==> src/design/sil_pkg.sv <==
// Shared constants, codes and types for the sorted id list engine.
package sil_pkg;

    localparam int CAPACITY = 64;
    localparam int ID_WIDTH = 32;
    localparam int CNT_W    = $clog2(CAPACITY + 1);

    localparam logic [1:0] KIND_INSERT = 2'd0;
    localparam logic [1:0] KIND_REMOVE = 2'd1;
    localparam logic [1:0] KIND_FIND   = 2'd2;

    localparam logic [1:0] ST_OK        = 2'd0;
    localparam logic [1:0] ST_NOT_FOUND = 2'd1;
    localparam logic [1:0] ST_FULL      = 2'd2;

    typedef logic [ID_WIDTH-1:0] t_id;

    // Compare results latched by each cell, already qualified by the cell being occupied.
    typedef struct packed {
        logic gt;
        logic ge;
        logic eq;
    } t_cell_flags;

    // Update strobes broadcast to every cell.
    typedef struct packed {
        logic cmp;
        logic ins;
        logic rem;
    } t_cell_ctl;

endpackage

==> src/design/sil_cell.sv <==
// One slot of the sorted list: compares against the key and shifts with its neighbors.
module sil_cell (
    input  logic                 i_clk,
    input  sil_pkg::t_cell_ctl   i_ctl,
    input  sil_pkg::t_id         i_key,
    input  logic                 i_valid,
    input  logic                 i_tail,
    input  sil_pkg::t_id         i_left_entry,
    input  logic                 i_left_gt,
    input  sil_pkg::t_id         i_right_entry,
    output sil_pkg::t_id         o_entry,
    output sil_pkg::t_cell_flags o_flags
);
    import sil_pkg::*;

    t_id         r_entry, n_entry;
    t_cell_flags r_flags, n_flags;

    always_comb begin
        n_flags    = r_flags;
        n_entry    = r_entry;
        if (i_ctl.cmp) begin
            n_flags.gt = i_valid && (r_entry > i_key);
            n_flags.ge = i_valid && (r_entry >= i_key);
            n_flags.eq = i_valid && (r_entry == i_key);
        end
        if (i_ctl.ins) begin
            if (i_left_gt) begin
                n_entry = i_left_entry;
            end else if (r_flags.gt || i_tail) begin
                n_entry = i_key;
            end
        end else if (i_ctl.rem) begin
            if (r_flags.ge) begin
                n_entry = i_right_entry;
            end
        end
    end

    always_ff @(posedge i_clk) begin
        r_entry <= n_entry;
        r_flags <= n_flags;
    end

    assign o_entry = r_entry;
    assign o_flags = r_flags;

endmodule

==> config.mk <==
export PLATFORM = sky130hd
export DESIGN_NAME = sil_cell
export DESIGN_NICKNAME = d
export VERILOG_FILES = /design/src/design/sil_pkg.sv /design/src/design/sil_cell.sv
export SDC_FILE = /design/constraint.sdc
export NUM_CORES = 1
export LEC_CHECK = 0
export BUFFER_PORTS_ARGS = -buffer_cell sky130_fd_sc_hd__buf_2
export CORE_ASPECT_RATIO = 1.25
export CORE_MARGIN = 3
export CORE_UTILIZATION = 46
export DETAILED_ROUTE_END_ITERATION = 7
export PLACE_DENSITY_LB_ADDON = 0.2
export SETUP_SLACK_MARGIN = 0.1
export SYNTH_ARGS = -nofsm -noshare
export SYNTH_HDL_FRONTEND = slang
export SYNTH_SLANG_ARGS = --single-unit
export TNS_END_PERCENT = 10
==> constraint.sdc <==
create_clock -name i_clk -period 4.61 [get_ports i_clk]
set_input_delay 0.2305 -clock i_clk [delete_from_list [all_inputs] [get_ports i_clk]]
set_output_delay 0.2305 -clock i_clk [all_outputs]
set_load 0.01 [all_outputs]
==> impl_results.md <==
- Post-Syn Instances: about 260
- Critical Path Start: o_entry[10]
- Startpoint types: flop
- H-tree depth: 2
- CTS tree: yes
- Nets@finish: approximately 530
- Post-DP HPWL: 4935 um
- Multiplexer area fraction after synthesis: roughly an eighth
- Fin cells: 462
- Via density: ~5.1
- Post-synthesis xor/xnor area fraction: 0%
- Peak supply drop: between 0.0001 and 0.00015 V
- Initial antenna violation count: 1
- FF-to-FF End: o_flags[2]
- HP Class: in2reg
- Reg2reg start: o_entry[10]
- Relative slew slack: a little under a third
- Synth Area in Compound Gates: between 10% and 20%
- Cells taking the most area after synthesis: edfxtp_1 (40%), ha_1 (15%), mux2i_1 (12%)
- CTS root buf: clkbuf_8
- Hold Violations, Final: 0
- Multi-input logic area: 1421 um^2
- Cts repair resizes: 0
- GR Overflow Total: 0
- Final WS setup: ~2.4 ns
- Synth top area share: 39.96%
- Top Ports: 138
- Post-route ant nets: 0
- Critical Path AT: 2.22 ns
- Largest net degree at the start of global routing: 66
- Number of synthesized register bits: 35
- Crit-path max FO: 3
- Gr usage total: 19.16%
- Clock skew: 0.001748 ns
- DR pass1 iterations: 4
- CTS max path bufs: 2
- Die width: 73.63 um
- Final WL: 6196 um
- Synth Cell Area: 2630 um^2
- Status: finished clean
- Synthesized net count: 398
- Row count: 30
- # diodes: 0
- FF-to-FF path depth: 7
- Pre-CTS setup slack: 2.399 ns
- Synth cell types: 34
- Fillers: 488
- Buffers on Ports: 137
- Fmax: 0.4553 GHz
- Top_reg_cell synth: edfxtp_1
- Reg-to-reg slack, setup: between 2 and 2.5 ns
- Adder-cell share of the synthesized area: 15.22%
- Period minus WS final: 2.196 ns
- Via count: 2364
- Worst-path cell chain: ha_1 -> a21oi_1 -> nand2_1 -> a221oi_2 -> o211ai_4 -> a2111oi_4 -> nor3b_2
- Top delay family on crit path: compound AO/OA/AOI/OAI gates
- Global-route wire length before repair: around 10000 um
- Final core utilization: 62.95%
- Syn-to-layout area delta: 31.16%
- Die Span Y: 90.54 um
- Max-Cap Viols: 0
- Inst Count DP: 454
- Vias in the first global route: around 2400
- Clk pin slew, worst setup/hold paths: 0.07 ns
- Synth Area in Simple Gates: 11.13%
- Final number of max-transition violations: 0
- Total die area: about 6700 um^2
- Initial Util: a little under half
- CP max stage delay: 0.42 ns
- FF/Latch Area: 1051 um^2
- CTS Sinks: 35
- CP Class: reg2reg
- Worst-Skew Late Latency: 0.28 ns
- Wire length per cell: 13.41 um
- Largest family of logic cells by synthesized area: adder cells
- Synth warn: 0
- Setup_tns: 0 ns
- DRC: 0
- Tcrit/Tclk final: 47.64%
- Critical path endpoint category: flop
- Fraction of registers with async set or reset after synthesis: 0%
- Power Dens Cells: ~250 nW/um^2
- Number of flops mapped to enable cells by yosys: 35
- Sequential share of the synthesized area: 39.96%
- Worst Path Buf+Inv: 0
- Worst EP required: 4.64 ns
- # hold bufs at CTS: 0
- Core area: 5480 um^2
- Crit. path cell count: 7
- Synth Area per Inst: ~10 um^2
- Starting DRT DRC Count: 45
- Setup violators final: 0
- Post-CTS Repair Setup Buffers: 0
- Setup crit end: o_flags[2]
- Worst-Margin Slew: 1.045 ns
- CTS buffer count: 5
- Synth area leader: edfxtp_1
- LEAKAGE: 1.743 nW
- Critical-path cell with the highest stage delay: a2111oi_4
- RSZ-0062 raised after global routing: false
- Layout cells sized above 1: 39.20%
- Final Wtd Congestion: 0.7637
==> cell families (layout without fill, tap and decap cells) <==
family / Yosys count / count (layout)
flops: 35 / 35
compound gates: 58 / 58
simple gates: 62 / 62
fa+ha+maj: 32 / 32
mux: 32 / 32
buf+inv: 44 / 179
==> worst reg2reg max path, cell delays in order, from the launching register on <==
cell       delay [ns]
edfxtp_1         0.40
ha_1             0.33
a21oi_1          0.15
nand2_1          0.08
a221oi_2         0.36
o211ai_4         0.12
a2111oi_4        0.42
nor3b_2          0.09
==> power by group <==
group	leakage [nW]	switching (mW)	internal, mW
Sequential	0.338	0.0137	0.387
Combinational	1.37	0.132	0.119
Clock	0.0403	0.106	0.103
Total	1.74	0.252	0.608
==> layout by cell type, fill, tap and decap left out, drive strengths merged, types with 2 or more instances in the layout <==
cell     instances
a2111oi          2
nand3            2
nor4             2
nand4            8
clkinv           2
edfxtp          35
nand2            9
buf            138
o21ai            4
inv             33
ha              32
clkbuf           6
a21oi           44
mux2i           32
o211ai           2
nor2b            2
nor2            34
==> sequential cells by signal (all words and copies together), names as in the netlist <==
name	flops
o_flags	3
o_entry	32
==> metrics by stage <==
| stage | power (mW) | area [um^2] | hold slack [ns] |
|---|---|---|---|
| global placement | 0.6566 | 3369 | 0.4824 |
| finish | 0.8602 | 3450 | 0.1950 |
| floorplan | 0.5591 | 2630 | 0.3430 |
| detailed placement | 0.6616 | 3369 | 0.4838 |
| global route | 0.9181 | 3450 | 0.1855 |
| CTS | 0.8757 | 3450 | 0.1831 |
==> metal layers <==
layer	vias to the layer above	track usage [%]	share of wire [%]
li1	1217	-	-
met1	1040	21.68	39
met2	93	34.02	51
met3	12	5.568	9.1
met4	2	5.287	1.4
met5	-	0	0.11
==> Yosys cell counts, types with 2 or more instances <==
cell type   n
a2111oi_4   2
a21oi_1    43
buf_1       2
buf_2       3
clkbuf_1    6
edfxtp_1   35
ha_1       32
inv_1      32
mux2i_1    32
nand2_1     9
nand3_1     2
nand4_1     8
nor2_1     34
nor2b_1     2
o21ai_0     2
==> layout make-up <==
type                    instances  area share, %
clock buffers                   6          2.104
inverters                      33          3.591
flip-flops and latches         35          30.47
well taps                      64          2.321
repair buffers                138          20.09
multi-input cells             184          41.20
clock inverters                 2         0.2176
==> worst min-delay path by stage <==
stage	start	cells after the start	endpoint	slack [ns]
finish	i_ctl[2]	1	o_flags[0]	0.19
global route	i_ctl[2]	1	o_flags[0]	0.19
CTS	i_ctl[2]	1	o_flags[0]	0.18
detailed placement	i_ctl[2]	1	o_flags[0]	0.48
global placement	i_ctl[2]	1	o_flags[0]	0.48
floorplan	i_ctl[2]	0	o_flags[0]	0.34
No activity file was read; power rests on OpenSTA's default activity.
